--- config.mk ---
export PLATFORM = sky130hd
export DESIGN_NAME = utf8_string_validator_unit
export DESIGN_NICKNAME = d
export VERILOG_FILES = /design/src/design/usv_pkg.sv /design/src/design/utf8_string_validator_unit.sv /design/src/design/usv_classify.sv /design/src/design/usv_queue.sv /design/src/design/usv_check.sv
export SDC_FILE = /design/constraint.sdc
export NUM_CORES = 1
export LEC_CHECK = 0
export BUFFER_PORTS_ARGS = -buffer_cell sky130_fd_sc_hd__buf_2
export CORE_MARGIN = 2
export CORE_UTILIZATION = 40
export CTS_CLUSTER_DIAMETER = 120
export CTS_CLUSTER_SIZE = 14
export DETAILED_ROUTE_END_ITERATION = 12
export GPL_TIMING_DRIVEN = 0
export SLEW_MARGIN = 20
export SYNTH_ARGS = -nofsm -noshare
export SYNTH_HDL_FRONTEND = slang
export SYNTH_HIERARCHICAL = 1
export SYNTH_SLANG_ARGS = --single-unit
--- constraint.sdc ---
create_clock -name clk_i -period 1.9 [get_ports clk_i]
set_input_delay 0.19 -clock clk_i [delete_from_list [all_inputs] [get_ports clk_i]]
set_output_delay 0.19 -clock clk_i [all_outputs]
set_load 0.02 [all_outputs]
--- src/design/usv_pkg.sv ---
// Package with the byte class type and queue sizing shared by the validator modules.
`timescale 1ns / 1ps
`default_nettype none

package usv_pkg;

  localparam int unsigned QueueDepthDefault = 2;

  typedef enum logic [2:0] {
    LEAD_ASCII = 3'd0,
    LEAD_TWO   = 3'd1,
    LEAD_THREE = 3'd2,
    LEAD_FOUR  = 3'd3,
    LEAD_BAD   = 3'd4
  } lead_kind_e;

  typedef enum logic [2:0] {
    SPEC_NONE = 3'd0,
    SPEC_E0   = 3'd1,
    SPEC_ED   = 3'd2,
    SPEC_EF   = 3'd3,
    SPEC_F0   = 3'd4,
    SPEC_F4   = 3'd5
  } special_e;

  typedef struct packed {
    logic       is_zero;
    logic       is_cont;
    lead_kind_e lead;
    special_e   special;
    logic       hi3_80;
    logic       hi3_a0;
    logic       hi4_80;
    logic       gt_8f;
    logic       be_bf;
    logic       is_bf;
  } byte_class_t;

  typedef struct packed {
    logic full;
    logic empty;
  } queue_status_t;

endpackage

`default_nettype wire

--- src/design/utf8_string_validator_unit.sv ---
// Top level of the strict UTF-8 string validator: classifier, queue and checker.
//
//   Channel  Direction  Handshake                Payload
//   in       input      in_valid_i / in_stall_o  byte_value_i[7:0]
//   out      output     out_valid_o / out_stall_i string_valid_o
//
// One byte is accepted per cycle while the queue is not full; a terminator beat passes
// through the queue and then the output register before its verdict is shown.
// Reset clears the queue pointers, the sequence state and the output valid at once.
// A stall on the output holds back only terminator beats at the head of the queue;
// the input stalls when the queue of QueueDepth beats is full.
`timescale 1ns / 1ps
`default_nettype none

module utf8_string_validator_unit
  import usv_pkg::*;
#(
  parameter int unsigned QueueDepth = QueueDepthDefault
) (
  input  logic       clk_i,
  input  logic       rst_ni,
  input  logic       in_valid_i,
  output logic       in_stall_o,
  input  logic [7:0] byte_value_i,
  output logic       out_valid_o,
  input  logic       out_stall_i,
  output logic       string_valid_o
);

  byte_class_t   front_cls;
  byte_class_t   head_cls;
  queue_status_t q_status;
  logic          push;
  logic          pop;
  logic          back_stall;

  assign in_stall_o = q_status.full;
  assign push       = in_valid_i && !q_status.full;
  assign pop        = !q_status.empty && !back_stall;

  usv_classify u_classify (
    .byte_value_i (byte_value_i),
    .cls_o        (front_cls)
  );

  usv_queue #(
    .Depth (QueueDepth)
  ) u_queue (
    .clk_i      (clk_i),
    .rst_ni     (rst_ni),
    .push_i     (push),
    .push_cls_i (front_cls),
    .pop_i      (pop),
    .pop_cls_o  (head_cls),
    .status_o   (q_status)
  );

  usv_check u_check (
    .clk_i          (clk_i),
    .rst_ni         (rst_ni),
    .in_valid_i     (!q_status.empty),
    .in_cls_i       (head_cls),
    .in_stall_o     (back_stall),
    .out_valid_o    (out_valid_o),
    .out_stall_i    (out_stall_i),
    .string_valid_o (string_valid_o)
  );

`ifndef NO_ASSERTIONS
  a_queue_sane: assert property (@(posedge clk_i) disable iff (!rst_ni)
    !(q_status.full && q_status.empty))
    else $error("queue reports full and empty together");

  a_push_lands: assert property (@(posedge clk_i) disable iff (!rst_ni)
    (in_valid_i && !in_stall_o) |=> !q_status.empty)
    else $error("accepted beat did not reach the queue");

  a_no_repeat: assert property (@(posedge clk_i) disable iff (!rst_ni)
    (out_valid_o && !out_stall_i && q_status.empty) |=> !out_valid_o)
    else $error("result appeared without a terminator beat");
`endif

endmodule

`default_nettype wire

--- src/design/usv_classify.sv ---
// Front end that sorts each incoming byte into its UTF-8 class flags.
`timescale 1ns / 1ps
`default_nettype none

module usv_classify
  import usv_pkg::*;
(
  input  logic [7:0]  byte_value_i,
  output byte_class_t cls_o
);

  logic [7:0] b;

  assign b = byte_value_i;

  always_comb begin
    cls_o         = '0;
    cls_o.is_zero = (b == 8'h00);
    cls_o.is_cont = ((b & 8'hc0) == 8'h80);
    cls_o.hi3_80  = ((b & 8'he0) == 8'h80);
    cls_o.hi3_a0  = ((b & 8'he0) == 8'ha0);
    cls_o.hi4_80  = ((b & 8'hf0) == 8'h80);
    cls_o.gt_8f   = (b > 8'h8f);
    cls_o.be_bf   = ((b & 8'hfe) == 8'hbe);
    cls_o.is_bf   = (b == 8'hbf);

    priority if (b < 8'h80) begin
      cls_o.lead = LEAD_ASCII;
    end else if ((b & 8'he0) == 8'hc0) begin
      cls_o.lead = ((b & 8'hfe) == 8'hc0) ? LEAD_BAD : LEAD_TWO;
    end else if ((b & 8'hf0) == 8'he0) begin
      cls_o.lead = LEAD_THREE;
    end else if ((b & 8'hf8) == 8'hf0) begin
      cls_o.lead = (b > 8'hf4) ? LEAD_BAD : LEAD_FOUR;
    end else begin
      cls_o.lead = LEAD_BAD;
    end

    unique case (b)
      8'he0:   cls_o.special = SPEC_E0;
      8'hed:   cls_o.special = SPEC_ED;
      8'hef:   cls_o.special = SPEC_EF;
      8'hf0:   cls_o.special = SPEC_F0;
      8'hf4:   cls_o.special = SPEC_F4;
      default: cls_o.special = SPEC_NONE;
    endcase
  end

endmodule

`default_nettype wire

--- src/design/usv_queue.sv ---
// Short queue of classified bytes between the front end and the checker.
`timescale 1ns / 1ps
`default_nettype none

module usv_queue
  import usv_pkg::*;
#(
  parameter int unsigned Depth = QueueDepthDefault
) (
  input  logic          clk_i,
  input  logic          rst_ni,
  input  logic          push_i,
  input  byte_class_t   push_cls_i,
  input  logic          pop_i,
  output byte_class_t   pop_cls_o,
  output queue_status_t status_o
);

  localparam int unsigned PtrW = (Depth > 1) ? $clog2(Depth) : 1;
  localparam int unsigned CntW = $clog2(Depth + 1);

  byte_class_t         mem_q [Depth];
  logic [PtrW-1:0]     wr_ptr_q, wr_ptr_d;
  logic [PtrW-1:0]     rd_ptr_q, rd_ptr_d;
  logic [CntW-1:0]     count_q, count_d;

  assign status_o.full  = (count_q == CntW'(Depth));
  assign status_o.empty = (count_q == '0);
  assign pop_cls_o      = mem_q[rd_ptr_q];

  always_comb begin
    wr_ptr_d = wr_ptr_q;
    rd_ptr_d = rd_ptr_q;
    count_d  = count_q;
    if (push_i) begin
      wr_ptr_d = (wr_ptr_q == PtrW'(Depth - 1)) ? '0 : wr_ptr_q + 1'b1;
    end
    if (pop_i) begin
      rd_ptr_d = (rd_ptr_q == PtrW'(Depth - 1)) ? '0 : rd_ptr_q + 1'b1;
    end
    unique case ({push_i, pop_i})
      2'b10:   count_d = count_q + 1'b1;
      2'b01:   count_d = count_q - 1'b1;
      default: count_d = count_q;
    endcase
  end

  always_ff @(posedge clk_i or negedge rst_ni) begin
    if (!rst_ni) begin
      wr_ptr_q <= '0;
      rd_ptr_q <= '0;
      count_q  <= '0;
    end else begin
      wr_ptr_q <= wr_ptr_d;
      rd_ptr_q <= rd_ptr_d;
      count_q  <= count_d;
    end
  end

  always_ff @(posedge clk_i) begin
    if (push_i) begin
      mem_q[wr_ptr_q] <= push_cls_i;
    end
  end

endmodule

`default_nettype wire

--- src/design/usv_check.sv ---
// Back end that tracks the sequence state and registers the verdict for each string.
`timescale 1ns / 1ps
`default_nettype none

module usv_check
  import usv_pkg::*;
(
  input  logic        clk_i,
  input  logic        rst_ni,
  input  logic        in_valid_i,
  input  byte_class_t in_cls_i,
  output logic        in_stall_o,
  output logic        out_valid_o,
  input  logic        out_stall_i,
  output logic        string_valid_o
);

  logic [1:0] rem_q, rem_d;
  logic       first_q, first_d;
  special_e   lead_q, lead_d;
  logic       ef_bf_q, ef_bf_d;
  logic       failed_q, failed_d;
  logic       out_valid_q, out_valid_d;
  logic       string_valid_q, string_valid_d;
  logic       take;
  logic       bad_first;
  byte_class_t c;

  assign c           = in_cls_i;
  assign in_stall_o  = c.is_zero && out_valid_q && out_stall_i;
  assign take        = in_valid_i && !in_stall_o;

  assign bad_first = ((lead_q == SPEC_E0) && c.hi3_80) ||
                     ((lead_q == SPEC_ED) && c.hi3_a0) ||
                     ((lead_q == SPEC_F0) && c.hi4_80) ||
                     ((lead_q == SPEC_F4) && c.gt_8f);

  always_comb begin
    rem_d          = rem_q;
    first_d        = first_q;
    lead_d         = lead_q;
    ef_bf_d        = ef_bf_q;
    failed_d       = failed_q;
    string_valid_d = string_valid_q;
    out_valid_d    = out_stall_i ? out_valid_q : 1'b0;

    if (take) begin
      priority if (c.is_zero) begin
        out_valid_d    = 1'b1;
        string_valid_d = !failed_q && (rem_q == 2'd0);
        rem_d          = 2'd0;
        first_d        = 1'b0;
        lead_d         = SPEC_NONE;
        ef_bf_d        = 1'b0;
        failed_d       = 1'b0;
      end else if (failed_q) begin
        failed_d = 1'b1;
      end else if (rem_q == 2'd0) begin
        unique case (c.lead)
          LEAD_ASCII: begin
            rem_d = 2'd0;
          end
          LEAD_TWO: begin
            rem_d   = 2'd1;
            first_d = 1'b1;
            lead_d  = c.special;
            ef_bf_d = 1'b0;
          end
          LEAD_THREE: begin
            rem_d   = 2'd2;
            first_d = 1'b1;
            lead_d  = c.special;
            ef_bf_d = 1'b0;
          end
          LEAD_FOUR: begin
            rem_d   = 2'd3;
            first_d = 1'b1;
            lead_d  = c.special;
            ef_bf_d = 1'b0;
          end
          default: begin
            rem_d    = 2'd0;
            first_d  = 1'b0;
            lead_d   = SPEC_NONE;
            ef_bf_d  = 1'b0;
            failed_d = 1'b1;
          end
        endcase
      end else if (!c.is_cont || (first_q && bad_first) ||
                   (!first_q && ef_bf_q && c.be_bf)) begin
        rem_d    = 2'd0;
        first_d  = 1'b0;
        lead_d   = SPEC_NONE;
        ef_bf_d  = 1'b0;
        failed_d = 1'b1;
      end else begin
        if (first_q) begin
          ef_bf_d = (lead_q == SPEC_EF) && c.is_bf;
          first_d = 1'b0;
        end else begin
          ef_bf_d = 1'b0;
        end
        rem_d = rem_q - 2'd1;
        if (rem_q == 2'd1) begin
          lead_d  = SPEC_NONE;
          first_d = 1'b0;
          ef_bf_d = 1'b0;
        end
      end
    end
  end

  always_ff @(posedge clk_i or negedge rst_ni) begin
    if (!rst_ni) begin
      rem_q       <= 2'd0;
      first_q     <= 1'b0;
      lead_q      <= SPEC_NONE;
      ef_bf_q     <= 1'b0;
      failed_q    <= 1'b0;
      out_valid_q <= 1'b0;
    end else begin
      rem_q       <= rem_d;
      first_q     <= first_d;
      lead_q      <= lead_d;
      ef_bf_q     <= ef_bf_d;
      failed_q    <= failed_d;
      out_valid_q <= out_valid_d;
    end
  end

  always_ff @(posedge clk_i) begin
    string_valid_q <= string_valid_d;
  end

  assign out_valid_o    = out_valid_q;
  assign string_valid_o = string_valid_q;

endmodule

`default_nettype wire

==> flow_summary.toml <==
[global_route]
grt_pass1_wl_um = 6637
antenna_found_initial = 0
grt_start_max_net_pins = 15
grt_use_met1_pct = 17.61
met3_usage_pct = 2.824
grt_pass1_vias = 1399
gr-total-overflow = 0
grtUsageTotal_pct = 14.21
grt.met2_usage_pct = 24.17
top_usage_layer = "met2"

[sta]
finClkSkew_ps = 3.681
slew_headroom_pct = 55.20
min_period_over_period_pct = 101.0
tightest_slew_ps = 672.0
setup_violations = 3
period_minus_slack_ps = 1920
holdWs_ps = 184.9
max_freq_ghz = 0.5209
rsz0062_at_grt = "true"
drv_slew = 0
hold_viol_final = 0
timing.final.ws_setup_ps = -19.64

[power]
irDropWorstVdd_v = 0.0006827
pwr-share-comb_pct = 45.3
cellInternalPower_mw = 2.590
p_sw_share_pct = 35.12
p_leak_nw = 1.007
p_seq_share_pct = 37.5
power_density_nw_per_um2 = 1572
pwr-share-clk_pct = 17.2
p_switching_mw = 1.402

[clocking]
root_buffer = "clkbuf_8"
cts_tree = "built"
cts_sinks = 42
cts_htree_levels = 2
cts_buffers = 5
clkLatencyLatePin_ps = 290
clockBufferDepth = 2
clkTransAtPathRegs_ps = 80

[finish]
final_cell_mix = "29 x edfxtp_1, 14 x inv_1, 14 x buf_2, 13 x dfrtp_1"
syn_to_final_growth_pct = 18.30
final_common_cell = "edfxtp_1"
fin_area_um2 = 2540
seq_area_um2 = 1196
finalNetCount = 206
post-route-util_pct = 49.42
diodes = 0
fin_cells = 262
multiInputGateArea_um2 = 918.4
drive_gt1_share_pct = 34.38
fillers = 485

[worst_setup_path]
cp_max_fo = 8
crit_buf_inv = 2
crit_type = "flip-flop to flip-flop"
cp_data_required_time_ps = 2110
path_cells = "buf_6 > buf_12 > mux2_4 > or3b_4 > and2b_2 > a32oi_1 > o21ai_1"
crit_slowest_cell = "or3b_4"
cp-end-kind = "flip-flop"
cp.arrival_ps = 2130
path_delay_family = "simple AND/OR/NAND/NOR gates"
max_stage_delay_ps = 410
crit_path_start_kind = "flip-flop"

[routing]
via_per_inst = 5.202
routedWlPerCell_um = 14.97
drtIter0Drc = 53
routed_wirelength_um = 3923
firstDrtPassIters = 4
drc = 0
via_count = 1363
ant_nets = 0

[floorplan]
dieHeight_um = 77.27
die-area_um2 = 5970
die-width_um = 77.27
core_um2 = 5140
num_rows = 26
ioPinCount = 15
start_util_pct = 41.77

[placement]
dp.cells = 245
hpwl_um = 2822
place.gp.congestion = 0.8105
dp_slack_ps = -264.4
dpl_cell_area_um2 = 2305
port_buffers = 14

[synthesis]
ys_types = 49
ys.flop_type = "edfxtp_1"
syn_area_um2 = 2147
syn_avg_cell_area_um2 = 13.34
ys_seq_area_share_pct = 55.71
synth_warnings = 6
synth_edf_count = 29
ys_seq_elements = 42
async_reset_ff_share_pct = 30.95
synth_cells = 161
syn-num-nets = 176

[min_path]
hp-class = "input port to flip-flop"

[job]
max_cap_violations = 0

[run_status]
violations = "negative setup slack"
status = "finished with violations"
[flip-flops by register name, indices dropped and copies added (netlist names)]
| signal | flops |
|---|---|
| u_queue/mem_q | 28 |
| u_check/lead_q | 3 |
| u_check/rem_q | 2 |
| u_queue/count_q | 2 |
| u_check/ef_bf_q | 1 |
| u_check/failed_q | 1 |
| u_check/first_q | 1 |
| u_check/out_valid_o | 1 |
| u_check/string_valid_o | 1 |
| u_queue/rd_ptr_q | 1 |
| u_queue/wr_ptr_q | 1 |
[path summary, 6_finish.rpt]
| kind | depth (start not counted) | start | to | slack, ps |
|---|---|---|---|---|
| worst max-delay path | 7 | u_queue/rd_ptr_q | u_check/lead_q[0] | -20 |
| worst min-delay path | 2 | out_stall_i | u_check/out_valid_o | 180 |
| worst max register to register | 7 | u_queue/rd_ptr_q | u_check/lead_q[0] | -20 |
| worst min register to register | 1 | u_queue/count_q[1] | u_queue/count_q[1] | 520 |
| max in group asynchronous | 2 | rst_ni | u_check/lead_q[2] | 1340 |
| min in group asynchronous | 2 | rst_ni | u_check/failed_q | 320 |
[synthesized netlist by cell type, types with 4 or more instances]
| cell type | number | share of area, % |
|---|---|---|
| mux2_2 | 5 | 2.6 |
| nand2_1 | 5 | 0.87 |
| and3_1 | 5 | 1.5 |
| o21ai_0 | 6 | 1.4 |
| edfxtp_1 | 29 | 41 |
| inv_1 | 14 | 2.4 |
| a32oi_1 | 4 | 1.6 |
| nand3_1 | 4 | 0.93 |
| dfrtp_1 | 13 | 15 |
| nor2_1 | 12 | 2.1 |
| mux2_4 | 10 | 7.0 |
[stage by stage]
step	TNS, ps	power, mW
final	-30.82	3.993
after global routing	-415.9	4.258
after CTS	-48.12	3.937
after detailed placement	-4026	3.081
after global placement	-2723	3.016
after floorplan	0	2.722
[cells by family after synthesis]
family,share of synthesized area [%]
simple gates,14.86
flops,55.71
compound gates,12.12
buf+inv,3.904
mux,9.615
xor+xnor,2.040
fa+ha+maj,1.748
[area by class of cell]
| class | instances | area share (%) |
|---|---|---|
| multi-input cells | 103 | 36.16 |
| repair buffers | 23 | 5.665 |
| well taps | 70 | 3.448 |
| plain buffers | 2 | 1.232 |
| flip-flops and latches | 42 | 47.09 |
| clock buffers | 6 | 2.857 |
| inverters | 14 | 2.069 |
| clock inverters | 2 | 1.478 |
[layer usage]
layer  part of all wire (%)  wire length (µm)
met4                    1.7                66
met1                     44              1733
met2                     51              1996
met3                    3.2               125
met5                      0                 0
[worst register-to-register path, delay by kind of cell (launching register included)]
family                 cells  cell delay, ps
AOI/OAI and AO/OA          2             210
DFF                        1             380
buffers and inverters      2             280
muxes                      1             310
and+or+nand+nor            2             670
[power by group through the flow]
| stage | clock network, mW | registers (mW) | logic (mW) |
|---|---|---|---|
| global placement | 0 | 1.48 | 1.53 |
| finish | 0.686 | 1.50 | 1.81 |
| detailed placement | 0 | 1.50 | 1.58 |
| floorplan | 0 | 1.48 | 1.24 |
| global route | 0.757 | 1.53 | 1.97 |
| CTS | 0.710 | 1.49 | 1.74 |
[timing repair]
action                                  4_1_cts  5_1_grt
hold buffers                                  1        0
hold endpoints to repair                     13        0
buffers inserted                              5        3
endpoints found under the setup margin       21       22
resized for setup                            10        7
pin swaps                                     7        6
Note: power is estimated with default switching activity, not from simulation.
